`src/rtl/ovs_pkg.sv`:
```
// Shared types, codes and constants of the oriented voxel stamp unit.
package ovs_pkg;

    localparam int CHUNK_EDGE_DEF = 16;
    localparam int ADDR_W_MAX     = 15;
    localparam int QUEUE_DEPTH    = 2;
    localparam int FLIP_X_BIT     = 2;

    localparam logic [1:0] MODE_STAMP = 2'd0;
    localparam logic [1:0] MODE_LOAD  = 2'd1;
    localparam logic [1:0] MODE_READ  = 2'd2;

    localparam logic [1:0] TURN_0   = 2'd0;
    localparam logic [1:0] TURN_90  = 2'd1;
    localparam logic [1:0] TURN_180 = 2'd2;
    localparam logic [1:0] TURN_270 = 2'd3;

    localparam logic [2:0] CFG_PLACE_X     = 3'd0;
    localparam logic [2:0] CFG_PLACE_Y     = 3'd1;
    localparam logic [2:0] CFG_PLACE_Z     = 3'd2;
    localparam logic [2:0] CFG_ORIENTATION = 3'd3;
    localparam logic [2:0] CFG_ANCHOR_X    = 3'd4;
    localparam logic [2:0] CFG_ANCHOR_Y    = 3'd5;
    localparam logic [2:0] CFG_ANCHOR_Z    = 3'd6;

    localparam logic [2:0] STAT_PLACED   = 3'd0;
    localparam logic [2:0] STAT_OUTSIDE  = 3'd1;
    localparam logic [2:0] STAT_OCCUPIED = 3'd2;
    localparam logic [2:0] STAT_LOADED   = 3'd3;
    localparam logic [2:0] STAT_READ     = 3'd4;

    localparam logic [1:0] OP_PLACE  = 2'd0;
    localparam logic [1:0] OP_LOAD   = 2'd1;
    localparam logic [1:0] OP_READ   = 2'd2;
    localparam logic [1:0] OP_REJECT = 2'd3;

    typedef struct packed {
        logic [1:0]  mode;
        logic [7:0]  cell_x;
        logic [7:0]  cell_y;
        logic [7:0]  cell_z;
        logic [7:0]  block_value;
        logic [11:0] entry_index;
        logic        last_cell;
    } t_item;

    typedef struct packed {
        logic [2:0]  status;
        logic [11:0] target_index;
        logic [7:0]  read_value;
        logic [15:0] placed_total;
        logic        stamp_done;
    } t_result;

    typedef struct packed {
        logic [1:0]            op;
        logic [ADDR_W_MAX-1:0] addr;
        logic [7:0]            value;
        logic                  done;
    } t_job;

    typedef struct packed {
        logic        clearing;
        logic [15:0] placed;
    } t_back_stat;

endpackage

```
`src/rtl/ovs_front.sv`:
```
// Front end: placement registers, orientation transform and classification of each item.
module ovs_front #(
    parameter int CHUNK_EDGE = ovs_pkg::CHUNK_EDGE_DEF
) (
    input  logic               i_clk,
    input  logic               i_rst_n,
    input  logic               i_cfg_valid,
    input  logic [2:0]         i_cfg_index,
    input  logic [10:0]        i_cfg_data,
    input  ovs_pkg::t_item     i_item,
    output ovs_pkg::t_job      o_job
);
    localparam int STORE = CHUNK_EDGE * CHUNK_EDGE * CHUNK_EDGE;
    localparam int AW    = $clog2(STORE);
    localparam int CW    = $clog2(CHUNK_EDGE);
    localparam int JW    = ovs_pkg::ADDR_W_MAX;
    localparam logic [AW-1:0] PLANE = AW'(CHUNK_EDGE * CHUNK_EDGE);
    localparam logic [AW-1:0] ROW   = AW'(CHUNK_EDGE);

    logic signed [10:0] r_place_x, r_place_y, r_place_z;
    logic [2:0]         r_orient;
    logic [7:0]         r_anchor_x, r_anchor_y, r_anchor_z;

    logic signed [9:0]  w_dx, w_dz, w_dy, w_mx, w_ox, w_oz;
    logic signed [11:0] w_lx, w_ly, w_lz;
    logic               w_inside;
    logic [AW-1:0]      w_idx;

    always_ff @(posedge i_clk) begin
        if (!i_rst_n) begin
            r_place_x  <= '0;
            r_place_y  <= '0;
            r_place_z  <= '0;
            r_orient   <= '0;
            r_anchor_x <= '0;
            r_anchor_y <= '0;
            r_anchor_z <= '0;
        end else if (i_cfg_valid) begin
            case (i_cfg_index)
                ovs_pkg::CFG_PLACE_X:     r_place_x  <= i_cfg_data;
                ovs_pkg::CFG_PLACE_Y:     r_place_y  <= i_cfg_data;
                ovs_pkg::CFG_PLACE_Z:     r_place_z  <= i_cfg_data;
                ovs_pkg::CFG_ORIENTATION: r_orient   <= i_cfg_data[2:0];
                ovs_pkg::CFG_ANCHOR_X:    r_anchor_x <= i_cfg_data[7:0];
                ovs_pkg::CFG_ANCHOR_Y:    r_anchor_y <= i_cfg_data[7:0];
                ovs_pkg::CFG_ANCHOR_Z:    r_anchor_z <= i_cfg_data[7:0];
                default: begin
                end
            endcase
        end
    end

    always_comb begin
        w_dx = $signed({2'b00, i_item.cell_x}) - $signed({2'b00, r_anchor_x});
        w_dy = $signed({2'b00, i_item.cell_y}) - $signed({2'b00, r_anchor_y});
        w_dz = $signed({2'b00, i_item.cell_z}) - $signed({2'b00, r_anchor_z});
        w_mx = r_orient[ovs_pkg::FLIP_X_BIT] ? -w_dx : w_dx;
        case (r_orient[1:0])
            ovs_pkg::TURN_90: begin
                w_ox = -w_dz;
                w_oz = w_mx;
            end
            ovs_pkg::TURN_180: begin
                w_ox = -w_mx;
                w_oz = -w_dz;
            end
            ovs_pkg::TURN_270: begin
                w_ox = w_dz;
                w_oz = -w_mx;
            end
            default: begin
                w_ox = w_mx;
                w_oz = w_dz;
            end
        endcase
        w_lx = 12'(r_place_x) + 12'(w_ox);
        w_ly = 12'(r_place_y) + 12'(w_dy);
        w_lz = 12'(r_place_z) + 12'(w_oz);
        w_inside = !w_lx[11] && (w_lx < 12'(CHUNK_EDGE))
                && !w_ly[11] && (w_ly < 12'(CHUNK_EDGE))
                && !w_lz[11] && (w_lz < 12'(CHUNK_EDGE));
        w_idx = AW'(w_lx[CW-1:0]) * PLANE + AW'(w_ly[CW-1:0]) * ROW + AW'(w_lz[CW-1:0]);

        o_job.value = i_item.block_value;
        o_job.done  = 1'b0;
        o_job.addr  = '0;
        o_job.op    = ovs_pkg::OP_REJECT;
        case (i_item.mode)
            ovs_pkg::MODE_STAMP: begin
                o_job.done = i_item.last_cell;
                if (w_inside) begin
                    o_job.op   = ovs_pkg::OP_PLACE;
                    o_job.addr = JW'(w_idx);
                end
            end
            ovs_pkg::MODE_LOAD: begin
                if (32'(i_item.entry_index) < STORE) begin
                    o_job.op   = ovs_pkg::OP_LOAD;
                    o_job.addr = JW'(i_item.entry_index);
                end
            end
            ovs_pkg::MODE_READ: begin
                if (32'(i_item.entry_index) < STORE) begin
                    o_job.op   = ovs_pkg::OP_READ;
                    o_job.addr = JW'(i_item.entry_index);
                end
            end
            default: begin
            end
        endcase
    end

endmodule

```
`config.mk`:
```
export PLATFORM = sky130hd
export DESIGN_NAME = ovs_front
export DESIGN_NICKNAME = d
export VERILOG_FILES = /design/src/rtl/ovs_pkg.sv /design/src/rtl/ovs_front.sv
export SDC_FILE = /design/constraint.sdc
export NUM_CORES = 1
export LEC_CHECK = 0
export BUFFER_PORTS_ARGS = -buffer_cell sky130_fd_sc_hd__buf_2
export CAP_MARGIN = 40
export CORE_UTILIZATION = 47
export CTS_BUF_LIST = sky130_fd_sc_hd__clkbuf_8
export CTS_CLUSTER_SIZE = 8
export DETAILED_ROUTE_END_ITERATION = 6
export PLACE_DENSITY = 0.68
export SYNTH_ARGS = -nofsm -noshare
export SYNTH_HDL_FRONTEND = slang
export SYNTH_SLANG_ARGS = --single-unit
```
`constraint.sdc`:
```
create_clock -name i_clk -period 6.9 [get_ports i_clk]
set_clock_uncertainty 0.15 [all_clocks]
set_input_delay 0.345 -clock i_clk [delete_from_list [all_inputs] [get_ports i_clk]]
set_output_delay 0.345 -clock i_clk [all_outputs]
set_load 0.1 [all_outputs]
```
; Word-level counts from Yosys, hierarchy flattened
; Index checks and enable logic that the tools add are counted.
[totals]
elab_cells = 55
reg_bits = 60
[op_classes]
n_eq_ne = 11
n_reduce_logical = 17
addsub = 11
order_cmp = 3
mux = 6
[op_table]
columns = op, n
row1 = 10-bit case mux with 3 select lines, 2
row2 = 17-bit case mux with 3 select lines, 1
row3 = "12-bit by 6-bit less-than comparator with 1-bit output, second input constant", 3
row4 = 8-bit by 8-bit subtractor with 9-bit output, 3
row5 = 11-bit by 10-bit adder with 12-bit output, 2
row6 = 9-bit negation with 10-bit output, 2
row7 = 17-bit 2-to-1 mux, 1
row8 = 2-bit AND reduction, 7
row9 = 11-bit by 9-bit adder with 12-bit output, 1
row10 = 12-bit by 4-bit adder with 12-bit output, 1
row11 = 12-bit by 8-bit adder with 12-bit output, 1
row12 = 10-bit 2-to-1 mux, 1
row13 = 10-bit negation, 1
row14 = "3-bit == test, second input constant", 3
row15 = "2-bit == test, second input constant", 3
row16 = "3-bit by 2-bit == test with 1-bit output, second input constant", 2
row17 = 1-bit logical AND, 5
row18 = "2-bit by 1-bit == test with 1-bit output, second input constant", 2
row19 = "3-bit by 1-bit == test with 1-bit output, second input constant", 1
row20 = 1-bit zero test, 3
row21 = 3-bit zero test, 1
row22 = 2-bit zero test, 1
row23 = 1-bit 2-to-1 mux, 1

; Depth between registers and ports, before layout
; Gate-level depths: netlist of the first run.
[logic_depth]
word_depth = 14
mapped_depth = 24
depth_no_buf = 23

; Worst setup path after synthesis of the first run
; Ideal clock, no wire load.
[synth_timing]
path_type = input to output
from = input i_item[37] in the netlist's numbering
to = output o_job[24] in the netlist's numbering
n_path_buf = 1
t_arrival_ns = 5.896
setup_slack_ns = 0.509
path_stages = 22
cell_sequence = inv_1 ha_1 fa_1 nand2b_1 a21oi_1 xnor2_1 or3b_1 o21a_1 xnor2_2 or4b_4 and4_4 nor4_2 ha_1 a21o_1 a21oi_1 nand3b_1 a31oi_1 a2111oi_2 nand4_1 nor4_2 buf_6 o21bai_1
[synth_lines]
columns = item, line
row1 = from (decl), ovs_front.sv:10  ; input ovs_pkg::t_item i_item,
row2 = to (decl), ovs_front.sv:11  ; output ovs_pkg::t_job o_job

==> results of run 1 <==
-- layout make-up --
class,count,area share (%)
inverter,54,2.92
clock inverter,6,0.937
timing repair buffer,75,8.18
sequential,60,17.3
clock buffer,10,1.98
tap,172,3.10
multi-input combinational,673,65.6
-- kinds of logic (layout without fill, tap and decap cells) --
| group | Yosys count | after routing | share of synthesized area (%) |
|---|---|---|---|
| adders and majority gates | 68 | 68 | 14.6 |
| AOI/OAI and AO/OA | 250 | 250 | 28.7 |
| DFF | 60 | 60 | 19.5 |
| buffers and inverters | 93 | 145 | 6.61 |
| xor gates and xnor gates | 36 | 36 | 5.37 |
| other | 1 | 3 | 0.0610 |
| muxes | 13 | 13 | 2.16 |
| and+or+nand+nor | 303 | 303 | 23.0 |
-- sequential cells by signal, indices dropped and copies added, names as in the netlist --
register	count
r_orient	3
r_place_x	11
r_anchor_z	8
r_place_y	11
r_anchor_y	8
r_anchor_x	8
r_place_z	11
-- path summary, 6_finish.rpt --
kind	start	endpoint	slack (ns)	depth (start not counted)
worst max-delay path	r_anchor_x[0]$_SDFFE_PN0P_	o_job[9]	0.42	21
worst min-delay path	i_cfg_data[10]	r_place_x[10]$_SDFFE_PN0P_	0.14	3
worst max register to register	r_orient[0]$_SDFFE_PN0P_	r_orient[0]$_SDFFE_PN0P_	5.36	3
worst min register to register	r_anchor_y[3]$_SDFFE_PN0P_	r_anchor_y[3]$_SDFFE_PN0P_	0.32	2
-- layer usage --
| metal | track usage, % | routed length (microns) | vias to the layer above |
|---|---|---|---|
| li1 | - | - | 3023 |
| met1 | 34.6 | 7870 | 2696 |
| met2 | 38.0 | 7020 | 185 |
| met3 | 3.84 | 946 | 27 |
| met4 | 7.52 | 366 | 0 |
| met5 | 0 | 0 | - |
-- cells in the final DEF, fill, tap and decap left out, drive strengths merged, types with 4 or more instances in the layout --
cell,netlist,layout
or2,6,6
mux2i,11,11
and3,6,6
nor4,6,6
and2,5,5
nand3,14,14
buf,16,75
xnor2,23,23
a31oi,5,5
clkbuf,23,10
or3,6,6
a221oi,6,6
a21boi,57,57
nor2b,11,11
a32o,9,9
nor2,50,50
ha,62,62
o21bai,6,6
a211oi,9,9
fa,6,6
o21ai,45,45
o21a,11,11
o31a,6,6
a21o,9,9
o31ai,4,4
nor3,17,17
xor2,13,13
nand2b,14,14
a21oi,46,46
inv,53,54
o22ai,4,4
dfxtp,60,60
nand2,150,150
nand3b,8,8
-- where the power goes --
| group | switching, mW | total, mW | internal, mW | leakage, nW |
|---|---|---|---|---|
| clock | 0.153 | 0.328 | 0.176 | 0.0959 |
| combinational | 0.278 | 0.454 | 0.176 | 2.19 |
| sequential | 0.00587 | 0.359 | 0.353 | 0.485 |
-- per-stage QoR --
step                utilization [%]  power, mW  std cells
floorplan                         -      0.715        826
global placement               53.2      0.814       1034
detailed placement             53.2      0.815       1034
CTS                            54.8       1.14       1050
global route                   54.8       1.21       1050
finish                         54.8       1.14       1050
-- critical path: stages, from the launching register on --
cell,delay (ns)
dfxtp_1,0.34
ha_1,0.20
fa_1,0.44
nand2b_1,0.20
a21oi_1,0.17
o21ai_0,0.13
a21oi_1,0.46
o31ai_2,0.16
xnor2_1,0.23
or4b_4,0.60
a21bo_1,0.21
o221ai_1,0.23
ha_1,0.29
a21oi_1,0.15
o31ai_1,0.11
or3_1,0.38
a2111oi_2,0.33
nand4_1,0.18
nor4_2,0.16
buf_4,0.23
a32o_1,0.24
buf_12,0.19
==> results.toml, run 1 <==
[logic_synthesis]
ys_ff_latch = 60
synthTopCellsByCount = "nand2_1, ha_1, dfxtp_1, a21boi_0, inv_1"
synth.most_common_cell = "nand2_1"
synth_area_leaders = "dfxtp_1, ha_1, nand2_1"
yosysTopAreaCell = "dfxtp_1"
seq_area_frac_synth_pct = 19.5
synth_top_area_share_pct = 19.5
synth-main-ff-cell = "dfxtp_1"
ys_types = 80
syn_inst = 824
synth_edf_count = 0
synth_warnings = 0
synth_area_per_cell_sq_um = 7.46
syn_area_sq_um = 6150
async_flop_share_pct = 0

[layout]
fillCellCount = 1254
multiInputGateArea_sq_um = 4550
nets = 1005
antenna_cells = 0
register_area_sq_um = 1200
fin_area_sq_um = 6940
syn_to_final_growth_pct = 12.8
final_layout_size_suffix_gt1_share_pct = 12.6

[placed_design]
port_buffers = 70
dp_hpwl_mm = 12.7
gp_congestion = 0.979
place_area_sq_um = 6740
pre_cts_ws_ns = 0.688

[critical_path]
critPathKind = "flop to primary output"
crit_path_start_kind = "flop"
cp.required_ns = 6.40
path_max_fanout = 14
arrival_ns = 5.98
end_kind = "primary output"

[sta]
worstMarginPinSlew_ns = 0.910
setup-violations-final = 0
hold_violations = 0
fin_ws_ns = 0.421
period_minus_slack_ns = 6.48
rsz0062_at_grt = "false"
tns_ns = 0
finalCritPeriodShare_pct = 93.9
clock.fmax_mhz = 154
holdWs_ns = 0.143
relSlewSlack_pct = 39.3
slew_viol_final = 0

[run_status]
outcome = "completed"

[pwr]
p_leak_nw = 2.77
p_per_area_nw_per_um2 = 165
ir_worst_vdd_mv = 0.0969

[floorplanning]
rows = 41
dieArea_sq_um = 13500
core-area_sq_um = 12700
die_y_microns = 116
die_w_microns = 116
start_util_pct = 48.5
pin_count = 90

[global_route]
grt_max_degree = 61
grt_first_pass_wirelength_mm = 25.8
grt_pass1_vias = 5294
overflow = 0
grt_use_total_pct = 24.5
grt_antenna_before_repair = 0

[route]
antenna_left = 0
drcViolationCount = 0
drt_pre_antenna_iters = 5
dr.first_iter.drc_count = 346
num_vias = 5931
routed_wl_mm = 16.2
via_per_inst = 5.65
wl_per_cell_microns = 15.4

[clock_tree]
cts_buffers = 9
cts_root_buffer = "clkbuf_8"
post_cts_buffers = 0
holdBufCountCts = 0
cts_tree = "yes"
htree_levels = 3
clockBufferDepth = 2
clkLatencyLatePin_ns = 0.34
cts_sinks = 60
path_clk_slew_ns = 0.07
cts_resized = 0

[flow_run]
max_cap_violations = 0

[hold_path]
hp-class = "primary input to flop"
Note: power is estimated with default switching activity, not from simulation.
==> run 2, diff against run 1 <==
--- a/config.mk
+++ b/config.mk
@@ -7,11 +7,13 @@
 export LEC_CHECK = 0
 export BUFFER_PORTS_ARGS = -buffer_cell sky130_fd_sc_hd__buf_2
 export CAP_MARGIN = 40
-export CORE_UTILIZATION = 47
+export CORE_MARGIN = 3
+export CORE_UTILIZATION = 45
 export CTS_BUF_LIST = sky130_fd_sc_hd__clkbuf_8
 export CTS_CLUSTER_SIZE = 8
 export DETAILED_ROUTE_END_ITERATION = 6
-export PLACE_DENSITY = 0.68
+export GPL_TIMING_DRIVEN = 0
+export PLACE_DENSITY = 0.65
 export SYNTH_ARGS = -nofsm -noshare
 export SYNTH_HDL_FRONTEND = slang
 export SYNTH_SLANG_ARGS = --single-unit
==> results.toml, run 2 (synthesis results as in run 1) <==
[pwr]
ir_worst_vdd_mv = 0.139
p_per_area_nw_per_um2 = 166
p_leak_nw = 2.94

[global_route]
grt_first_pass_wirelength_mm = 26.9
grt_use_total_pct = 22.4
grt_max_degree = 11
overflow = 0
grt_antenna_before_repair = 0
grt_pass1_vias = 5256

[layout]
nets = 1050
register_area_sq_um = 1200
fin_area_sq_um = 7270
multiInputGateArea_sq_um = 4700
layout_commonest_cell = "nand2_1"
antenna_cells = 0
fillCellCount = 1281
layout_common_cells = "nand2_1, buf_2, ha_1, dfxtp_1, a21boi_0"
syn_to_final_growth_pct = 18.2
reg_top3 = "r_place_x: 11 flops, r_place_y: 11 flops, r_place_z: 11 flops"
fin_cells = 1099
final_layout_size_suffix_gt1_share_pct = 16.4

[hold_path]
holdPathStages = 3
hp-class = "primary input to flop"

[critical_path]
critPathKind = "flop to primary output"
path_cells = "ha_1, fa_2, nand2b_1, a21oi_2, xnor2_2, or3b_4, o21a_1, xnor2_2, or4b_4, and4_4, nor4_2, ha_1, a21o_1, a21oi_1, nand3b_1, a31oi_1, a2111oi_2, nand4_1, nor4_4, buf_4, buf_6, o21bai_1, buf_2"
cp.required_ns = 6.40
path_max_fanout = 10
crit_path_max_incr_delay_ns = 0.52
crit_path_start_kind = "flop"
worstRegToRegCells = 3
end_kind = "primary output"
slowest_stage = "or4b_4"
arrival_ns = 6.12

[route]
wl_per_cell_microns = 15.4
via_per_inst = 5.51
routed_wl_mm = 17.0
dr.first_iter.drc_count = 435
drt_pre_antenna_iters = 5
drcViolationCount = 0
antenna_left = 0
num_vias = 6057

[clock_tree]
cts_root_buffer = "clkbuf_8"
cts_buffers = 9
clockBufferDepth = 2
path_clk_slew_ns = 0.07
cts_tree = "yes"
cts_sinks = 60
htree_levels = 3
clkLatencyLatePin_ns = 0.34

[floorplanning]
core-area_sq_um = 13300
pin_count = 90
start_util_pct = 46.3
dieArea_sq_um = 15100
die_y_microns = 123
rows = 42
die_w_microns = 123

[sta]
slew_viol_final = 0
rsz0062_at_grt = "true"
setup-violations-final = 0
finalCritPeriodShare_pct = 95.8
clock.fmax_mhz = 151
period_minus_slack_ns = 6.61
relSlewSlack_pct = 47.7
tns_ns = 0
worstMarginPinSlew_ns = 0.779
hold_violations = 0

[placed_design]
place_area_sq_um = 6750
dp_cells = 1077
dp_hpwl_mm = 13.4
gp_congestion = 0.920
port_buffers = 75

[run_status]
outcome = "completed"

[flow_run]
max_cap_violations = 0
## run 2: cell types whose count changed in the layout (fill, tap and decap cells not counted), moves of 4 or more
cell      previous run  this run
xnor2_1             22        17
clkbuf_1             0        23
clkbuf_4             0         4
a21oi_2              0         4
buf_12              12         5
buf_2               58        64
a21oi_1             46        42
buf_6                0         5
xnor2_2              1         5
buf_4                5        17
## run 2: power breakdown
group	leakage [nW]	switching [mW]	internal (mW)	total [mW]
clock network	0.117	0.142	0.210	0.352
logic	2.34	0.310	0.188	0.498
registers	0.485	0.00548	0.354	0.359
## run 2: path summary, 6_finish.rpt
| kind | start | end | slack (ns) |
|---|---|---|---|
| setup / recovery | r_anchor_x[0]$_SDFFE_PN0P_ | o_job[25] | 0.29 |
| hold / removal | i_cfg_data[9] | r_place_x[9]$_SDFFE_PN0P_ | 0.14 |
| hold reg to reg | r_anchor_y[2]$_SDFFE_PN0P_ | r_anchor_y[2]$_SDFFE_PN0P_ | 0.31 |
| setup reg to reg | r_orient[0]$_SDFFE_PN0P_ | r_orient[0]$_SDFFE_PN0P_ | 5.54 |
## run 2: metrics by stage
| stage | total power, mW | utilization [%] | hold slack [ns] | setup slack [ns] |
|---|---|---|---|---|
| after floorplan | 0.715 | - | 0.293 | 0.509 |
| after global placement | 0.823 | 50.8 | 0.303 | 0.0778 |
| after detailed placement | 0.824 | 50.8 | 0.309 | 0.0825 |
| after CTS | 1.18 | 52.6 | 0.119 | 0.0382 |
| after global routing | 1.28 | 54.7 | 0.131 | -0.0306 |
| final | 1.21 | 54.7 | 0.137 | 0.287 |
## run 2: what timing repair did
action / in CTS / in global routing
buffers inserted: 0 / 6
pin swaps: 0 / 3
setup endpoints to repair: 12 / 14
hold buffers: 0 / 0
gates resized for setup: 2 / 61
## run 2: worst max-delay path: cells and delay by family (launching register included)
kind | cells | cell delay, ns
simple gates | 8 | 2.06
compound gates | 7 | 1.28
fa+ha+maj | 3 | 0.95
buf+inv | 3 | 0.74
xor+xnor | 2 | 0.38
flops | 1 | 0.34
## run 2: final cells by class
type	instances	share of cell area, %
sequential	60	16.5
clock inverter	6	1.08
tap	176	3.03
timing repair buffer	81	7.21
clock buffer	10	1.89
multi-input combinational	673	64.7
buffer	39	2.81
inverter	54	2.79
## run 2: routing by layer
metal	track usage (%)	vias to the layer above	share of wire, %
met1	33.5	2744	48
met4	4.55	0	1.4
li1	-	3108	-
met5	0	-	0
met2	34.4	188	44
met3	2.97	17	6.9
==> run 3, diff against run 2 <==
--- a/config.mk
+++ b/config.mk
@@ -8,12 +8,11 @@
 export BUFFER_PORTS_ARGS = -buffer_cell sky130_fd_sc_hd__buf_2
 export CAP_MARGIN = 40
 export CORE_MARGIN = 3
-export CORE_UTILIZATION = 45
+export CORE_UTILIZATION = 30
 export CTS_BUF_LIST = sky130_fd_sc_hd__clkbuf_8
 export CTS_CLUSTER_SIZE = 8
 export DETAILED_ROUTE_END_ITERATION = 6
 export GPL_TIMING_DRIVEN = 0
-export PLACE_DENSITY = 0.65
 export SYNTH_ARGS = -nofsm -noshare
 export SYNTH_HDL_FRONTEND = slang
 export SYNTH_SLANG_ARGS = --single-unit
==> constraint.sdc (replaced) <==
create_clock -name i_clk -period 6.9 [get_ports i_clk]
set_clock_uncertainty 0.15 [all_clocks]
set_input_delay 0.345 -clock i_clk [delete_from_list [all_inputs] [get_ports i_clk]]
set_output_delay 0.345 -clock i_clk [all_outputs]
set_load 0.05 [all_outputs]
==> results.toml, run 3 (synthesis results as in run 1) <==
[critical_path]
worstRegToRegCells = 3
startpoint = "r_anchor_x[0]$_SDFFE_PN0P_"
path_max_fanout = 10
arrival_ns = 6.14
crit_path_start_kind = "flop"
worstSetupEndpoint = "o_job[11]"
cp.required_ns = 6.40
reg2reg_from = "r_orient[0]$_SDFFE_PN0P_"
end_kind = "primary output"
timing.rr.end = "r_orient[0]$_SDFFE_PN0P_"
r2r_slack_ns = 5.54
critPathKind = "flop to primary output"

[clock_tree]
cts_sinks = 60
clockBufferDepth = 2
clkLatencyLatePin_ns = 0.35
cts_root_buffer = "clkbuf_8"
path_clk_slew_ns = 0.07
htree_levels = 3
cts_tree = "yes"
holdBufCountCts = 0
cts_buffers = 9

[layout]
final_util_pct = 36.7
reg_top3 = "r_place_x: 11 flops, r_place_y: 11 flops, r_place_z: 11 flops"
nets = 1050
fillCellCount = 2087
syn_to_final_growth_pct = 18.1
antenna_cells = 0
final_layout_size_suffix_gt1_share_pct = 16.3
layout_commonest_cell = "nand2_1"
layout_common_cells = "nand2_1, buf_2, ha_1, dfxtp_1, a21boi_0"

[sta]
holdWs_ns = 0.130
tns_ns = 0
hold_violations = 0
relSlewSlack_pct = 47.6
rsz0062_at_grt = "false"
slew_viol_final = 0
setup-violations-final = 0
finalCritPeriodShare_pct = 96.2
period_minus_slack_ns = 6.64
worstMarginPinSlew_ns = 0.780
clock.fmax_mhz = 151

[route]
drcViolationCount = 0
dr.first_iter.drc_count = 415
wl_per_cell_microns = 15.5
antenna_left = 0
via_per_inst = 5.14
num_vias = 6102
drt_pre_antenna_iters = 5
routed_wl_mm = 18.4

[floorplanning]
core-area_sq_um = 19800
pin_count = 90
start_util_pct = 31.1
dieArea_sq_um = 22300
die_w_microns = 149
die_y_microns = 149
rows = 51

[global_route]
grt_antenna_before_repair = 0
grt-busiest-layer = "met2"
grt_use_total_pct = 16.2
met3_usage_pct = 2.19
grt_max_degree = 12
met2_usage_pct = 26.0
overflow = 0
grt_pass1_vias = 5536
met1_usage_pct = 23.0
grt_first_pass_wirelength_mm = 29.1

[hold_path]
hp-class = "primary input to flop"
holdPathStages = 3

[pwr]
power_mw = 1.16
p_leak_nw = 2.90
ir_worst_vdd_mv = 0.107
p_per_area_nw_per_um2 = 159

[flow_run]
max_cap_violations = 0

[placed_design]
port_buffers = 75
dp_hpwl_mm = 14.8
gp_congestion = 0.905

[run_status]
outcome = "completed"
## run 3: how the worst min path moves through the flow
stage,from,endpoint
finish,i_cfg_data[10],r_place_x[10]$_SDFFE_PN0P_
detailed placement,r_anchor_x[3]$_SDFFE_PN0P_,r_anchor_x[3]$_SDFFE_PN0P_
floorplan,r_anchor_x[2]$_SDFFE_PN0P_,r_anchor_x[2]$_SDFFE_PN0P_
global placement,r_anchor_y[3]$_SDFFE_PN0P_,r_anchor_y[3]$_SDFFE_PN0P_
global route,i_cfg_data[8],r_place_x[8]$_SDFFE_PN0P_
CTS,i_cfg_data[10],r_place_x[10]$_SDFFE_PN0P_
## run 3: area by class of cell
cell class              count  area [sq um]  share of cell area, %
plain buffers              39           204                   2.81
clock buffers               9           124                   1.70
clock inverters             7          92.6                   1.27
inverters                  54           203                   2.79
multi-input cells         673          4670                   64.3
flip-flops and latches     60          1200                   16.5
well taps                 265           332                   4.56
repair buffers             81           440                   6.06
## run 3: critical path, stage by stage (launching register included)
cell and delay (ns):
dfxtp_1 0.35, ha_1 0.22, fa_2 0.39, nand2b_1 0.20
a21oi_2 0.18, xnor2_2 0.16, or3b_1 0.41, o21a_1 0.22
xnor2_2 0.21, or4b_4 0.52, a21bo_1 0.23, o221ai_2 0.21
ha_1 0.28, a21oi_1 0.18, o31ai_2 0.10, or3_1 0.37
a2111oi_2 0.37, nand4_1 0.21, nor4_4 0.28, buf_4 0.19
buf_6 0.14, a32o_1 0.17, buf_4 0.20
## run 3: layer usage
| layer | vias to the layer above | routed length (microns) |
|---|---|---|
| met5 | - | 0 |
| met4 | 0 | 263 |
| met3 | 16 | 993 |
| met2 | 167 | 8330 |
| met1 | 2815 | 8770 |
| li1 | 3104 | - |
## run 3: through the flow
step | instances | setup slack, ns | area (sq um)
6_report | 1188 | 0.261 | 7270
3_5_place_dp | 1166 | 0.141 | 6870
2_1_floorplan | 826 | 1.02 | 6160
4_1_cts | 1182 | 0.0187 | 7090
3_3_place_gp | 1166 | 0.161 | 6870
5_1_grt | 1188 | 0.00976 | 7270
## run 3: timing repair
action / in CTS / in global routing
setup buffers: 0 / 6
resized for setup: 1 / 33
pin swaps: 0 / 4
endpoints found under the setup margin: 14 / 14
## run 3: power by group
part | leakage (nW) | switching, mW | internal (mW)
combinational | 2.30 | 0.273 | 0.179
sequential | 0.485 | 0.00576 | 0.354
clock | 0.107 | 0.144 | 0.202
