===== config.mk =====
export PLATFORM = sky130hd
export DESIGN_NAME = ovs_fifo
export DESIGN_NICKNAME = d
export VERILOG_FILES = /design/src/rtl/ovs_pkg.sv /design/src/rtl/ovs_fifo.sv
export SDC_FILE = /design/constraint.sdc
export NUM_CORES = 1
export LEC_CHECK = 0
export ABC_AREA = 1
export BUFFER_PORTS_ARGS = -buffer_cell sky130_fd_sc_hd__buf_2
export CAP_MARGIN = 20
export CORE_MARGIN = 4
export CORE_UTILIZATION = 35
export DETAILED_ROUTE_END_ITERATION = 16
export PLACE_DENSITY = 0.62
export SYNTH_ARGS = -nofsm -noshare
export SYNTH_HDL_FRONTEND = slang
export SYNTH_SLANG_ARGS = --single-unit

===== constraint.sdc =====
create_clock -name i_clk -period 1.8 [get_ports i_clk]
set_clock_uncertainty 0.15 [all_clocks]
set_input_delay 0.18 -clock i_clk [delete_from_list [all_inputs] [get_ports i_clk]]
set_output_delay 0.18 -clock i_clk [all_outputs]
set_load 0.05 [all_outputs]

===== src/rtl/ovs_pkg.sv =====
// Shared types, codes and constants of the oriented voxel stamp unit.
package ovs_pkg;

    localparam int CHUNK_EDGE_DEF = 16;
    localparam int ADDR_W_MAX     = 15;
    localparam int QUEUE_DEPTH    = 2;
    localparam int FLIP_X_BIT     = 2;

    localparam logic [1:0] MODE_STAMP = 2'd0;
    localparam logic [1:0] MODE_LOAD  = 2'd1;
    localparam logic [1:0] MODE_READ  = 2'd2;

    localparam logic [1:0] TURN_0   = 2'd0;
    localparam logic [1:0] TURN_90  = 2'd1;
    localparam logic [1:0] TURN_180 = 2'd2;
    localparam logic [1:0] TURN_270 = 2'd3;

    localparam logic [2:0] CFG_PLACE_X     = 3'd0;
    localparam logic [2:0] CFG_PLACE_Y     = 3'd1;
    localparam logic [2:0] CFG_PLACE_Z     = 3'd2;
    localparam logic [2:0] CFG_ORIENTATION = 3'd3;
    localparam logic [2:0] CFG_ANCHOR_X    = 3'd4;
    localparam logic [2:0] CFG_ANCHOR_Y    = 3'd5;
    localparam logic [2:0] CFG_ANCHOR_Z    = 3'd6;

    localparam logic [2:0] STAT_PLACED   = 3'd0;
    localparam logic [2:0] STAT_OUTSIDE  = 3'd1;
    localparam logic [2:0] STAT_OCCUPIED = 3'd2;
    localparam logic [2:0] STAT_LOADED   = 3'd3;
    localparam logic [2:0] STAT_READ     = 3'd4;

    localparam logic [1:0] OP_PLACE  = 2'd0;
    localparam logic [1:0] OP_LOAD   = 2'd1;
    localparam logic [1:0] OP_READ   = 2'd2;
    localparam logic [1:0] OP_REJECT = 2'd3;

    typedef struct packed {
        logic [1:0]  mode;
        logic [7:0]  cell_x;
        logic [7:0]  cell_y;
        logic [7:0]  cell_z;
        logic [7:0]  block_value;
        logic [11:0] entry_index;
        logic        last_cell;
    } t_item;

    typedef struct packed {
        logic [2:0]  status;
        logic [11:0] target_index;
        logic [7:0]  read_value;
        logic [15:0] placed_total;
        logic        stamp_done;
    } t_result;

    typedef struct packed {
        logic [1:0]            op;
        logic [ADDR_W_MAX-1:0] addr;
        logic [7:0]            value;
        logic                  done;
    } t_job;

    typedef struct packed {
        logic        clearing;
        logic [15:0] placed;
    } t_back_stat;

endpackage


===== src/rtl/ovs_fifo.sv =====
// Small first-in first-out queue used between the unit's stages.
module ovs_fifo #(
    parameter int WIDTH = 8,
    parameter int DEPTH = ovs_pkg::QUEUE_DEPTH
) (
    input  logic             i_clk,
    input  logic             i_rst_n,
    input  logic             i_push,
    input  logic [WIDTH-1:0] i_data,
    input  logic             i_pop,
    output logic [WIDTH-1:0] o_data,
    output logic             o_full,
    output logic             o_empty
);
    localparam int PW = (DEPTH > 1) ? $clog2(DEPTH) : 1;
    localparam int CW = $clog2(DEPTH + 1);

    logic [WIDTH-1:0] r_data [DEPTH];
    logic [PW-1:0]    r_wr_ptr, n_wr_ptr;
    logic [PW-1:0]    r_rd_ptr, n_rd_ptr;
    logic [CW-1:0]    r_count, n_count;
    logic             w_push, w_pop;

    assign o_full  = (r_count == CW'(DEPTH));
    assign o_empty = (r_count == '0);
    assign o_data  = r_data[r_rd_ptr];
    assign w_push  = i_push && !o_full;
    assign w_pop   = i_pop && !o_empty;

    always_comb begin
        n_wr_ptr = r_wr_ptr;
        n_rd_ptr = r_rd_ptr;
        n_count  = r_count;
        if (w_push) begin
            n_wr_ptr = (r_wr_ptr == PW'(DEPTH - 1)) ? '0 : r_wr_ptr + 1'b1;
        end
        if (w_pop) begin
            n_rd_ptr = (r_rd_ptr == PW'(DEPTH - 1)) ? '0 : r_rd_ptr + 1'b1;
        end
        if (w_push && !w_pop) begin
            n_count = r_count + 1'b1;
        end else if (w_pop && !w_push) begin
            n_count = r_count - 1'b1;
        end
    end

    always_ff @(posedge i_clk) begin
        if (!i_rst_n) begin
            r_wr_ptr <= '0;
            r_rd_ptr <= '0;
            r_count  <= '0;
        end else begin
            r_wr_ptr <= n_wr_ptr;
            r_rd_ptr <= n_rd_ptr;
            r_count  <= n_count;
        end
    end

    always_ff @(posedge i_clk) begin
        if (w_push) begin
            r_data[r_wr_ptr] <= i_data;
        end
    end

endmodule


### Yosys cells after proc, flatten, opt, wreduce, memory -nomap -nowiden

Memories as Yosys holds them, arrays and structs flattened. A register that Yosys moved wholly into a read port is not among the register bits.
Index checks and enable logic that the tools add are counted.

* bits of input ports: 12
* memory bits (writable): 16
* memories kept: 1
* register bits: 4
* logic and storage cells: 27
* output and inout bits: 10

* reductions and logical operators: 10
* equality and inequality tests: 1
* $add $sub $neg: 4
* muxes and demuxes: 8

Memories
* r_data: depth 2, bits a word 8, read ports 1, clocked after memory_dff 1, write ports 1, line ovs_fifo.sv:18 `logic [WIDTH-1:0] r_data [DEPTH];`

Operator list (number)
* $mux 1: 6
* $logic_and 1x1->1: 4
* $logic_not 1->1: 4
* $mux 2: 2
* $add 1x1->1 const B: 2
* $add 2x1->2 const B: 1
* $eq 2x2->1 const B: 1
* $logic_not 2->1: 1
* $reduce_bool 2->1: 1
* $sub 2x1->2 const B: 1

### Logic depth before layout (Yosys ltp)

Gate-level depths: netlist of run 1.

* word-level depth: 7
* depth in mapped cells: 10
* gate-level depth less buffers: 10

### Least setup slack after synthesis of run 1

OpenSTA, ideal clock, no wires.

* path kind: register -> register
* from: register r_count[0]
* to: register r_count[1]
* stages on the path, launching flop included: 10
* library setup time: 0.064 ns
* buffers on the path: 0
* data arrival time: 1.743 ns
* period minus slack after synthesis: 1.957 ns
* slack: -0.157 ns
* data required time: 1.586 ns
* path through: dfxtp_1 -> nor2_1 -> nor2_2 -> inv_1 -> ha_1 -> inv_1 -> nand3_1 -> nand2_1 -> inv_1 -> nor2_1

* word-level cells in the longest chain between the ends: 6
* elaborated cells on any way between the ends: 15
* classes of those cells: add/sub: 2; eq/ne: 1; mux: 2; reduce/logical: 10

RTL lines
* from (decl): line ovs_fifo.sv:21 `logic [CW-1:0] r_count, n_count;`
* from (signal assigned): line ovs_fifo.sv:55 `r_count <= n_count;`
* $logic_not 2->1 *: line ovs_fifo.sv:25 `assign o_empty = (r_count == '0);`
* via o_empty: line ovs_fifo.sv:13 `output logic o_empty`
* $logic_not 1->1 *: line ovs_fifo.sv:28 `assign w_pop = i_pop && !o_empty;`
* $logic_and 1x1->1 *: line ovs_fifo.sv:28
* $logic_not 1->1: line ovs_fifo.sv:40 `if (w_push && !w_pop) begin`
* $logic_and 1x1->1: line ovs_fifo.sv:40
* $mux 2 / $reduce_bool 2->1 (equally long branches)

The timed path passes the listed nets; every way through them passes the cells marked *. The select of a mux whose other input is x is not followed.
A chain may end at the register's enable or synchronous reset.

==> results of run 1 <==
-- routing by layer --
layer  share of wire  GRT usage
met4               0     0.0407
met2            0.50      0.165
met5               0          0
met3           0.065     0.0207
met1            0.43      0.103
-- cell type report --
type	instances	area, µm²	area share
multi-input combinational	32	206	0.189
sequential	21	582	0.531
tap	28	35.0	0.0320
inverter	9	33.8	0.0309
timing repair buffer	32	210	0.192
clock inverter	1	5.00	0.00457
clock buffer	3	22.5	0.0206
-- cells by family (layout without fill, tap and decap cells) --
kind of cell,count (synthesis),count (layout),share of synthesized area
AOI/OAI and AO/OA,4,4,0.0289
muxes,8,8,0.109
buffers and inverters,10,45,0.0471
DFF,21,21,0.705
and+or+nand+nor,19,19,0.0942
adders and majority gates,1,1,0.0152
-- layout by cell type, fill, tap and decap left out --
cell and count:
clkbuf_4 3, dfxtp_1 4, clkinv_2 1, nand4_1 1, nand3_1 1, a21oi_1 1
ha_1 1, o21ai_0 2, dfxtp_2 1, edfxtp_1 16, nor2_1 9, buf_2 21
mux2_2 8, nor2_2 2, o21ai_2 1, inv_1 8, buf_4 2, inv_2 1
nand2_1 6, dlygate4sd3_1 9
-- registers in the layout, summed over array words and instances (netlist names), named ones only --
name,count
r_rd_ptr,1
r_wr_ptr,1
r_count,2
r_data,16
-- path summary, 6_finish.rpt --
check / from / end / slack, ns / depth (start not counted)
hold reg to reg: r_wr_ptr / r_wr_ptr / 0.37 / 2
setup / recovery: flip-flop / o_data[6] / 0.15 / 2
hold / removal: i_push / r_wr_ptr / 0.11 / 4
setup reg to reg: r_count[1] / r_count[1] / 0.23 / 9
-- critical path, cell delays in order (launching register included) --
cell and delay, ns:
dfxtp_2 0.45, mux2_2 0.36, buf_2 0.21
-- stage by stage --
step,instance area [µm²],power [µW],util,std cells,hold WS (ns)
floorplan,826,1190,-,63,0.129
global placement,976,1320,0.437,113,0.220
detailed placement,976,1340,0.437,113,0.223
CTS,1090,1570,0.490,126,0.0932
global route,1090,1660,0.490,126,0.101
finish,1090,1550,0.490,126,0.107
-- what timing repair did --
action,CTS,global route
hold endpoints to repair,19,0
setup endpoints to repair,0,8
hold buffers,9,0
gates resized for setup,0,1
-- power groups by stage --
stage	Sequential, µW	Combinational [µW]	Clock [µW]
floorplan	663	529	0
CTS	682	664	226
finish	681	654	214
global route	694	717	247
global placement	687	636	0
detailed placement	694	646	0
==> run summary, run 1 <==
RUN STATUS
------------------------------------------------------------------------
Status                                                      finished, final reports clean

PWR
------------------------------------------------------------------------
Leakage power                                                0.000459 µW
Sw power                                                          645 µW
Combinational power share                                          0.422
Internal power                                                    903 µW
Clock network power share                                          0.138
VDD IR max                                                    0.000719 V
Sequential power share                                             0.440
Switching share of power                                           0.417
Pwr/cell area                                                1410 nW/µm²

ROUTING
------------------------------------------------------------------------
Drt initial violations                                                 5
Avg Vias per Cell                                                   4.33
Final ANT Viol Nets                                                    0
Total number of vias                                                 545
Post-detailed-routing wire length                                1370 µm
# DRC                                                                  0
DR WL/cell                                                       10.8 µm
TritonRoute pass-1 iters                                               4

SYNTH
------------------------------------------------------------------------
Count of cell types in the netlist                                    15
Synthesized area per cell                                       13.1 µm²
Number of flops mapped to enable cells by yosys                       16
Fraction of the yosys area taken by sequential cells               0.705
Instance count of the mapped netlist                                  63
Async set-reset flop share out of synthesis                            0
Post-synth top cells                                        edfxtp_1, nor2_1, inv_1, mux2_2, nand2_1
Share of the synthesized area in the top cell type                 0.584
Cell with the most instances after synthesis                    edfxtp_1
Synthesized net count                                                 76
Total standard cell area after synthesis                         823 µm²
Leading register cell type out of synthesis                     edfxtp_1
Number of synthesized register bits                                   21
Cell taking the most area after synthesis                       edfxtp_1
Synth top area cells                                        edfxtp_1, dfxtp_1, mux2_2
Count of synthesis-stage warnings from yosys                           0

HOLD PATH
------------------------------------------------------------------------
Worst min path class                                           in -> reg

CLOCKING
------------------------------------------------------------------------
CTS H-tree depth                                                       1
Number of buffers inserted by post-CTS setup repair                    0
CTS tree                                                           built
Clock latency on the worst-skew pair                             0.29 ns
Longest Clk Path Bufs                                                  2
Clock sinks                                                           21
CTS root buf                                                    clkbuf_4
CTS Buf Count                                                          3
Clock-pin slew on the worst setup and hold paths                 0.12 ns

GRT
------------------------------------------------------------------------
Global router's overall resource usage                            0.0922
Global-route wire length before repair                           2250 µm
Total global routing overflow                                          0
Largest net degree at the start of global routing                     13
Antenna violations before repair                                       0
Via count of the first global-routing pass                           555

CRITICAL PATH
------------------------------------------------------------------------
CP required                                                      1.47 ns
Worst setup SP type                                            flip-flop
Sort of element at the end of the critical path               output pin
Data arrival time of the critical path                           1.32 ns
Type of the worst setup path                                  reg -> out
Maximum net fanout on the critical path                                8

STA
------------------------------------------------------------------------
Final Critical Period                                            1.65 ns
Fin crit share                                                     0.914
Transition time at the pin with the least slew margin           0.251 ns
Hold violation total from the final report                             0
Achievable clock frequency                                       608 MHz
Setup_tns                                                           0 ns
Minimum setup slack in the final design                         0.155 ns
Final-report setup violation count                                     0
Unrepaired setup endpoints after global routing                    false
Number of max-slew violations in the final report                      0
Slew margin rel.                                                   0.834

DIE
------------------------------------------------------------------------
Ports placed on the boundary                                          22
Height of the die                                                56.5 µm
Floorplan core area                                             2230 µm²
# rows                                                                17
DIE AREA                                                        3190 µm²
Die X-Extent                                                     56.5 µm
Starting utilization of the core area                              0.369

CELLS AND AREA
------------------------------------------------------------------------
Fillcell total                                                       213
Total Nets Final                                                     112
Share of layout cells above drive strength 1                       0.408
Antenna diode instance count                                           0
Relative area change from synthesis to final layout                33.0%

PLACEMENT
------------------------------------------------------------------------
Worst slack at placement                                        0.238 ns
Final weighted congestion in routability-driven placement          0.704
I/O Buffers                                                           21
Half-perimeter wire length after placement                       1020 µm

JOB
------------------------------------------------------------------------
Maxcap violations                                                      0

No activity file was read; power rests on OpenSTA's default activity.
==> run 2, diff against run 1 <==
- CORE_UTILIZATION: 35 -> 30
- PLACE_DENSITY: 0.62 -> 0.49
- RECOVER_POWER: unset -> 25
==> run 2 against run 1 <==
  * Sequential share of layout area is 0.061 points higher
  * Core utilization is 6.1 points lower
  * Sequential power barely moved
  * Largest cell class unchanged
  * Flip-flop and latch count unchanged
  * Die area up 14%
  * Hold slack got worse by 0.0093 ns
  * Setup slack got worse by 0.010 ns
  * Count of clock-buffer cells in the layout unchanged
  * Wire length grew 3.7%
  * Critical path depth unchanged
  * Total power grew 0.21%
  * Critical path type unchanged
==> run summary, run 2 (synthesized netlist as in run 1, its figures left out) <==
PWR
-------------------------------------------------------------------------
Leakage power                                                 0.000451 µW   was 0.000459 µW
Pwr/cell area                                                 1420 nW/µm²   was 1410 nW/µm²
Sequential power share                                              0.439   was 0.440
Switching share of power                                            0.419   was 0.417
Clock network power share                                           0.140   was 0.138
VDD IR max                                                     0.000797 V   was 0.000719 V
Sw power                                                           651 µW   was 645 µW
Internal power                                                     901 µW   was 903 µW
Combinational power share                                           0.420   was 0.422

CELLS AND AREA
-------------------------------------------------------------------------
Share of layout cells above drive strength 1                        0.378   was 0.408
Register with the highest flop count                               r_data   unchanged
Most common cell after layout, fill and taps aside                  buf_2   unchanged
Relative area change from synthesis to final layout                 32.8%   was 33.0%
Total Nets Final                                                      112   unchanged
Most used cells in the layout excluding fill and tap cells   buf_2, edfxtp_1, nor2_1, dlygate4sd3_1   unchanged
Non-filler cells, final                                               128   was 126
Registers with the highest flip-flop counts                  r_data (16), r_count (2)   unchanged
Antenna diode instance count                                            0   unchanged
Summed area of non-filler cells in the final layout              1090 µm²   about the same
Max reg flops                                                          16   unchanged

HOLD PATH
-------------------------------------------------------------------------
Worst min path class                                            in -> reg   unchanged

CLOCKING
-------------------------------------------------------------------------
CTS root buf                                                     clkbuf_4   unchanged
Longest Clk Path Bufs                                                   2   unchanged
Clock latency on the worst-skew pair                              0.30 ns   was 0.29 ns
CTS Buf Count                                                           3   unchanged
Clock-pin slew on the worst setup and hold paths                  0.11 ns   was 0.12 ns
CTS tree                                                            built   unchanged
Clock sinks                                                            21   unchanged
CTS H-tree depth                                                        1   unchanged

DIE
-------------------------------------------------------------------------
# rows                                                                 18   was 17
Height of the die                                                 60.4 µm   was 56.5 µm
Floorplan core area                                              2540 µm²   was 2230 µm²
Starting utilization of the core area                               0.324   was 0.369
Ports placed on the boundary                                           22   unchanged
DIE AREA                                                         3650 µm²   was 3190 µm²
Die X-Extent                                                      60.4 µm   was 56.5 µm

CRITICAL PATH
-------------------------------------------------------------------------
Data arrival time of the critical path                            1.33 ns   was 1.32 ns
Sort of element at the end of the critical path                output pin   unchanged
Worst setup SP type                                             flip-flop   unchanged
Type of the worst setup path                                   reg -> out   unchanged
Maximum net fanout on the critical path                                 8   unchanged
CP required                                                       1.47 ns   about the same
Worst setup slack for register-to-register paths                  0.22 ns   was 0.23 ns

ROUTING
-------------------------------------------------------------------------
# DRC                                                                   0   unchanged
Final ANT Viol Nets                                                     0   unchanged
Avg Vias per Cell                                                    4.16   was 4.33
TritonRoute pass-1 iters                                                4   unchanged
Drt initial violations                                                  8   was 5
Post-detailed-routing wire length                                 1420 µm   was 1370 µm
Total number of vias                                                  533   was 545
DR WL/cell                                                        11.1 µm   was 10.8 µm

RUN STATUS
-------------------------------------------------------------------------
Status                                                       finished, final reports clean   unchanged

GRT
-------------------------------------------------------------------------
Global router's overall resource usage                             0.0834   was 0.0922
Antenna violations before repair                                        0   unchanged
Global-route wire length before repair                            2170 µm   was 2250 µm
Total global routing overflow                                           0   unchanged
Via count of the first global-routing pass                            502   was 555
Largest net degree at the start of global routing                      13   unchanged

PLACEMENT
-------------------------------------------------------------------------
Final weighted congestion in routability-driven placement           0.767   was 0.704
Half-perimeter wire length after placement                        1050 µm   was 1020 µm
Post-Place Cells                                                      115   was 113
Area after detailed placement                                     978 µm²   was 976 µm²
I/O Buffers                                                            21   unchanged

STA
-------------------------------------------------------------------------
Final Critical Period                                             1.66 ns   was 1.65 ns
Achievable clock frequency                                        604 MHz   was 608 MHz
Unrepaired setup endpoints after global routing                     false   unchanged
Number of max-slew violations in the final report                       0   unchanged
Final-report setup violation count                                      0   unchanged
Hold violation total from the final report                              0   unchanged
Setup_tns                                                            0 ns   unchanged
Fin crit share                                                      0.920   was 0.914
Transition time at the pin with the least slew margin            0.257 ns   was 0.251 ns
Slew margin rel.                                                    0.828   was 0.834

JOB
-------------------------------------------------------------------------
Maxcap violations                                                       0   unchanged

run 2: cell count changes in the layout (fill, tap and decap cells not counted), sizes merged:
cell and change:
clkbuf +3, buf -3
run 2: layout make-up:
cell class / instances / area [µm²]
fill: 255 / 1450
sequential: 21 / 582
multi-input combinational: 32 / 206
timing repair buffer: 32 / 206
tap: 30 / 37.5
inverter: 9 / 33.8
clock buffer: 3 / 22.5
clock inverter: 1 / 5.00
run 2: power groups by stage:
stage	Combinational [µW]	Clock [µW]	Sequential, µW
2_1_floorplan	529	0	663
3_3_place_gp	641	0	693
3_5_place_dp	647	0	692
4_1_cts	663	234	683
5_1_grt	712	251	692
6_report	652	218	682
run 2: final timing paths:
path                    from    endpoint  depth (start not counted)
setup / recovery   flip-flop   o_data[2]                          2
setup reg to reg  r_count[1]  r_count[1]                          9
hold reg to reg     r_rd_ptr   flip-flop                          2
hold / removal        i_push    r_wr_ptr                          4
run 2: repair_timing:
item	CTS	global route
gates resized for setup	1	0
hold buffers	9	0
setup endpoints to repair	8	0
hold endpoints to repair	21	0
buffers inserted	0	0
run 2: layer usage:
| metal | up-vias | GRT usage | wire (µm) |
|---|---|---|---|
| met1 | 237 | 0.104 | 663 |
| met5 | - | 0 | 0 |
| li1 | 281 | - | - |
| met4 | 0 | 0.0475 | 15 |
| met2 | 13 | 0.128 | 656 |
| met3 | 2 | 0.0255 | 81 |
run 2: critical path, stage by stage (launching register included):
cell and delay, ns:
dfxtp_2 0.46, mux2_2 0.36, buf_2 0.21
run 2: metrics by stage:
stage / worst slack (ns) / hold WS (ns) / utilization / total power, µW
6_report: 0.144 / 0.0977 / 0.430 / 1550
3_3_place_gp: 0.273 / 0.219 / 0.384 / 1330
4_1_cts: 0.110 / 0.0857 / 0.431 / 1580
5_1_grt: 0.0696 / 0.140 / 0.430 / 1650
3_5_place_dp: 0.260 / 0.223 / 0.384 / 1340
2_1_floorplan: 0.0971 / 0.129 / - / 1190
==> run 3, diff against run 2 <==
- ABC_AREA: 1 -> 0
- CORE_ASPECT_RATIO: unset -> 1.75
- PLACE_DENSITY: 0.49 -> 0.5
==> run 3 against run 2 <==
  * Die area decreased by 0.56%
  * Design area down 1.8%
  * Sequential power up 0.6%
  * Critical path type unchanged
  * Synthesized cell count is 21% lower
  * Hold slack got worse by 0.068 ns
  * Combinational power is 3.8% higher
  * Clock power grew 35%
==> run summary, run 3 <==
CELLS AND AREA
-------------------------------------------------------------------------
Share of layout cells above drive strength 1                        0.410   was 0.378
Relative area change from synthesis to final layout                 32.6%   was 32.8%
Max reg flops                                                          16   unchanged
Total Nets Final                                                       97   was 112
Registers with the highest flip-flop counts                  r_data (16), r_count (2)   unchanged
Most common cell after layout, fill and taps aside                  buf_2   unchanged
Area occupied by multi-input gates                                216 µm²   was 206 µm²
Antenna diode instance count                                            0   unchanged
Fillcell total                                                        237   was 255
Register with the highest flop count                               r_data   unchanged
Most used cells in the layout excluding fill and tap cells   buf_2, edfxtp_1, mux2_2, dlygate4sd3_1, dfxtp_1   was buf_2, edfxtp_1, nor2_1, dlygate4sd3_1
Reg area                                                          582 µm²   unchanged

SYNTH
-------------------------------------------------------------------------
Total standard cell area after synthesis                          810 µm²   was 823 µm²
Synth top area cells                                         edfxtp_1, dfxtp_1, mux2_2   unchanged
Number of flops mapped to enable cells by yosys                        16   unchanged
Instance count of the mapped netlist                                   50   was 63
Synthesized area per cell                                        16.2 µm²   was 13.1 µm²
Count of cell types in the netlist                                     20   was 15
Post-synth top cells                                         edfxtp_1, mux2_2, dfxtp_1, and2_1   was edfxtp_1, nor2_1, inv_1, mux2_2, nand2_1
Fraction of the yosys area taken by sequential cells                0.717   was 0.705
Cell taking the most area after synthesis                        edfxtp_1   unchanged
Async set-reset flop share out of synthesis                             0   unchanged
Share of the synthesized area in the top cell type                  0.594   was 0.584
Number of synthesized register bits                                    21   unchanged
Cell with the most instances after synthesis                     edfxtp_1   unchanged
Leading register cell type out of synthesis                      edfxtp_1   unchanged
Synthesized net count                                                  63   was 76
Count of synthesis-stage warnings from yosys                            0   unchanged

PWR
-------------------------------------------------------------------------
Power consumption                                                 1660 µW   was 1550 µW
Leakage power                                                 0.000420 µW   was 0.000451 µW
VDD IR max                                                     0.000872 V   was 0.000797 V
Pwr/cell area                                                 1540 nW/µm²   was 1420 nW/µm²

CLOCKING
-------------------------------------------------------------------------
CTS root buf                                                     clkbuf_8   was clkbuf_4
Clock latency on the worst-skew pair                              0.25 ns   was 0.30 ns
Longest Clk Path Bufs                                                   2   unchanged
Clock sinks                                                            21   unchanged
Number of buffers inserted by post-CTS setup repair                     0   unchanged
Clock-pin slew on the worst setup and hold paths                  0.07 ns   was 0.11 ns
CTS H-tree depth                                                        1   unchanged
CTS Buf Count                                                           3   unchanged
CTS tree                                                            built   unchanged

STA
-------------------------------------------------------------------------
Unrepaired setup endpoints after global routing                     false   unchanged
Setup_tns                                                            0 ns   unchanged
Transition time at the pin with the least slew margin            0.393 ns   was 0.257 ns
Final Critical Period                                             1.72 ns   was 1.66 ns
Final-report setup violation count                                      0   unchanged
Minimum setup slack in the final design                         0.0849 ns   was 0.144 ns
Fin crit share                                                      0.953   was 0.920
Slew margin rel.                                                    0.738   was 0.828
Achievable clock frequency                                        583 MHz   was 604 MHz
Number of max-slew violations in the final report                       0   unchanged
Hold violation total from the final report                              0   unchanged

ROUTING
-------------------------------------------------------------------------
DR WL/cell                                                        12.7 µm   was 11.1 µm
Drt initial violations                                                  9   was 8
Final ANT Viol Nets                                                     0   unchanged
TritonRoute pass-1 iters                                                4   unchanged
Total number of vias                                                  497   was 533
Post-detailed-routing wire length                                 1380 µm   was 1420 µm
# DRC                                                                   0   unchanged
Avg Vias per Cell                                                    4.56   was 4.16

JOB
-------------------------------------------------------------------------
Maxcap violations                                                       0   unchanged

PLACEMENT
-------------------------------------------------------------------------
I/O Buffers                                                            21   unchanged
Worst slack at placement                                        0.0783 ns   was 0.260 ns
Final weighted congestion in routability-driven placement           0.630   was 0.767
Half-perimeter wire length after placement                        1030 µm   was 1050 µm

DIE
-------------------------------------------------------------------------
Ports placed on the boundary                                           22   unchanged
Die X-Extent                                                      47.3 µm   was 60.4 µm
Floorplan core area                                              2550 µm²   was 2540 µm²
Starting utilization of the core area                               0.317   was 0.324
DIE AREA                                                         3630 µm²   was 3650 µm²
# rows                                                                 24   was 18
Height of the die                                                 76.7 µm   was 60.4 µm

CRITICAL PATH
-------------------------------------------------------------------------
CP required                                                       1.47 ns   about the same
Worst setup SP type                                             flip-flop   unchanged
Type of the worst setup path                                   reg -> out   unchanged
Sort of element at the end of the critical path                output pin   unchanged
Maximum net fanout on the critical path                                 8   unchanged
Data arrival time of the critical path                            1.39 ns   was 1.33 ns

GRT
-------------------------------------------------------------------------
Total global routing overflow                                           0   unchanged
Antenna violations before repair                                        0   unchanged
Largest net degree at the start of global routing                      13   unchanged
Global-route wire length before repair                            2170 µm   unchanged
Via count of the first global-routing pass                            528   was 502
Global router's overall resource usage                             0.0841   was 0.0834

HOLD PATH
-------------------------------------------------------------------------
Worst min path class                                            in -> reg   unchanged

RUN STATUS
-------------------------------------------------------------------------
Status                                                       finished, final reports clean   unchanged

run 3: changes by cell type in the layout (fill, tap and decap cells not counted), moves of 2 or more:
cell / previous run / this run
and2_1: 0 / 3
clkbuf_4: 3 / 0
clkbuf_8: 0 / 3
inv_1: 8 / 1
nand2_1: 6 / 0
nor2_1: 9 / 2
nor2_2: 2 / 0
xnor2_1: 0 / 2
run 3: logic make-up (layout without fill, tap and decap cells):
kind of cell    Yosys count  after routing  share of synthesized area
flops                    21             21                      0.717
simple gates              9              9                     0.0680
mux                       8              8                      0.111
compound gates            5              5                     0.0402
xor+xnor                  3              3                     0.0325
buf+inv                   3             36                     0.0154
fa+ha+maj                 1              1                     0.0155
run 3: layer usage:
| metal | vias up | track usage | share of wire |
|---|---|---|---|
| li1 | 247 | - | - |
| met1 | 228 | 0.0835 | 0.37 |
| met2 | 18 | 0.137 | 0.53 |
| met3 | 4 | 0.0258 | 0.074 |
| met4 | 0 | 0.0582 | 0.026 |
| met5 | - | 0 | 0 |
run 3: where the power goes:
group / total (µW) / switching [µW] / internal [µW] / leakage [µW]
Sequential: 686 / 65.3 / 621 / 0.000191
Combinational: 677 / 448 / 229 / 0.000204
Clock: 295 / 141 / 154 / 0.0000255
Total: 1660 / 654 / 1000 / 0.000420
run 3: cell type report:
class                      count  area share
timing repair buffer          30       0.176
clock buffer                   3      0.0385
clock inverter                 1     0.00466
sequential                    21       0.542
tap                           26      0.0303
inverter                       2     0.00699
multi-input combinational     26       0.202
run 3: timing repair:
item / in CTS / in global routing
endpoints found under the hold margin: 16 / 0
hold buffers: 8 / 0
resized for setup: 0 / 1
endpoints found under the setup margin: 0 / 1
run 3: critical path, stage by stage, from the launching register on:
cell	delay, ns
dfxtp_1	0.54
mux2_2	0.38
buf_2	0.21
run 3: final timing paths:
| path | startpoint | to | slack (ns) | cells after the start |
|---|---|---|---|---|
| setup / recovery | flip-flop | o_data[4] | 0.08 | 2 |
| hold / removal | i_rst_n | r_wr_ptr | 0.03 | 2 |
| setup reg to reg | r_count[0] | r_count[1] | 0.13 | 6 |
| hold reg to reg | r_count[1] | r_count[1] | 0.37 | 2 |
run 3: stage by stage:
stage | utilization | instance area [µm²] | hold slack (ns) | cells
2_1_floorplan | - | 810 | 0.129 | 50
3_3_place_gp | 0.372 | 950 | 0.221 | 97
3_5_place_dp | 0.372 | 950 | 0.222 | 97
4_1_cts | 0.422 | 1080 | 0.0280 | 109
5_1_grt | 0.421 | 1070 | 0.0487 | 109
6_report | 0.421 | 1070 | 0.0294 | 109
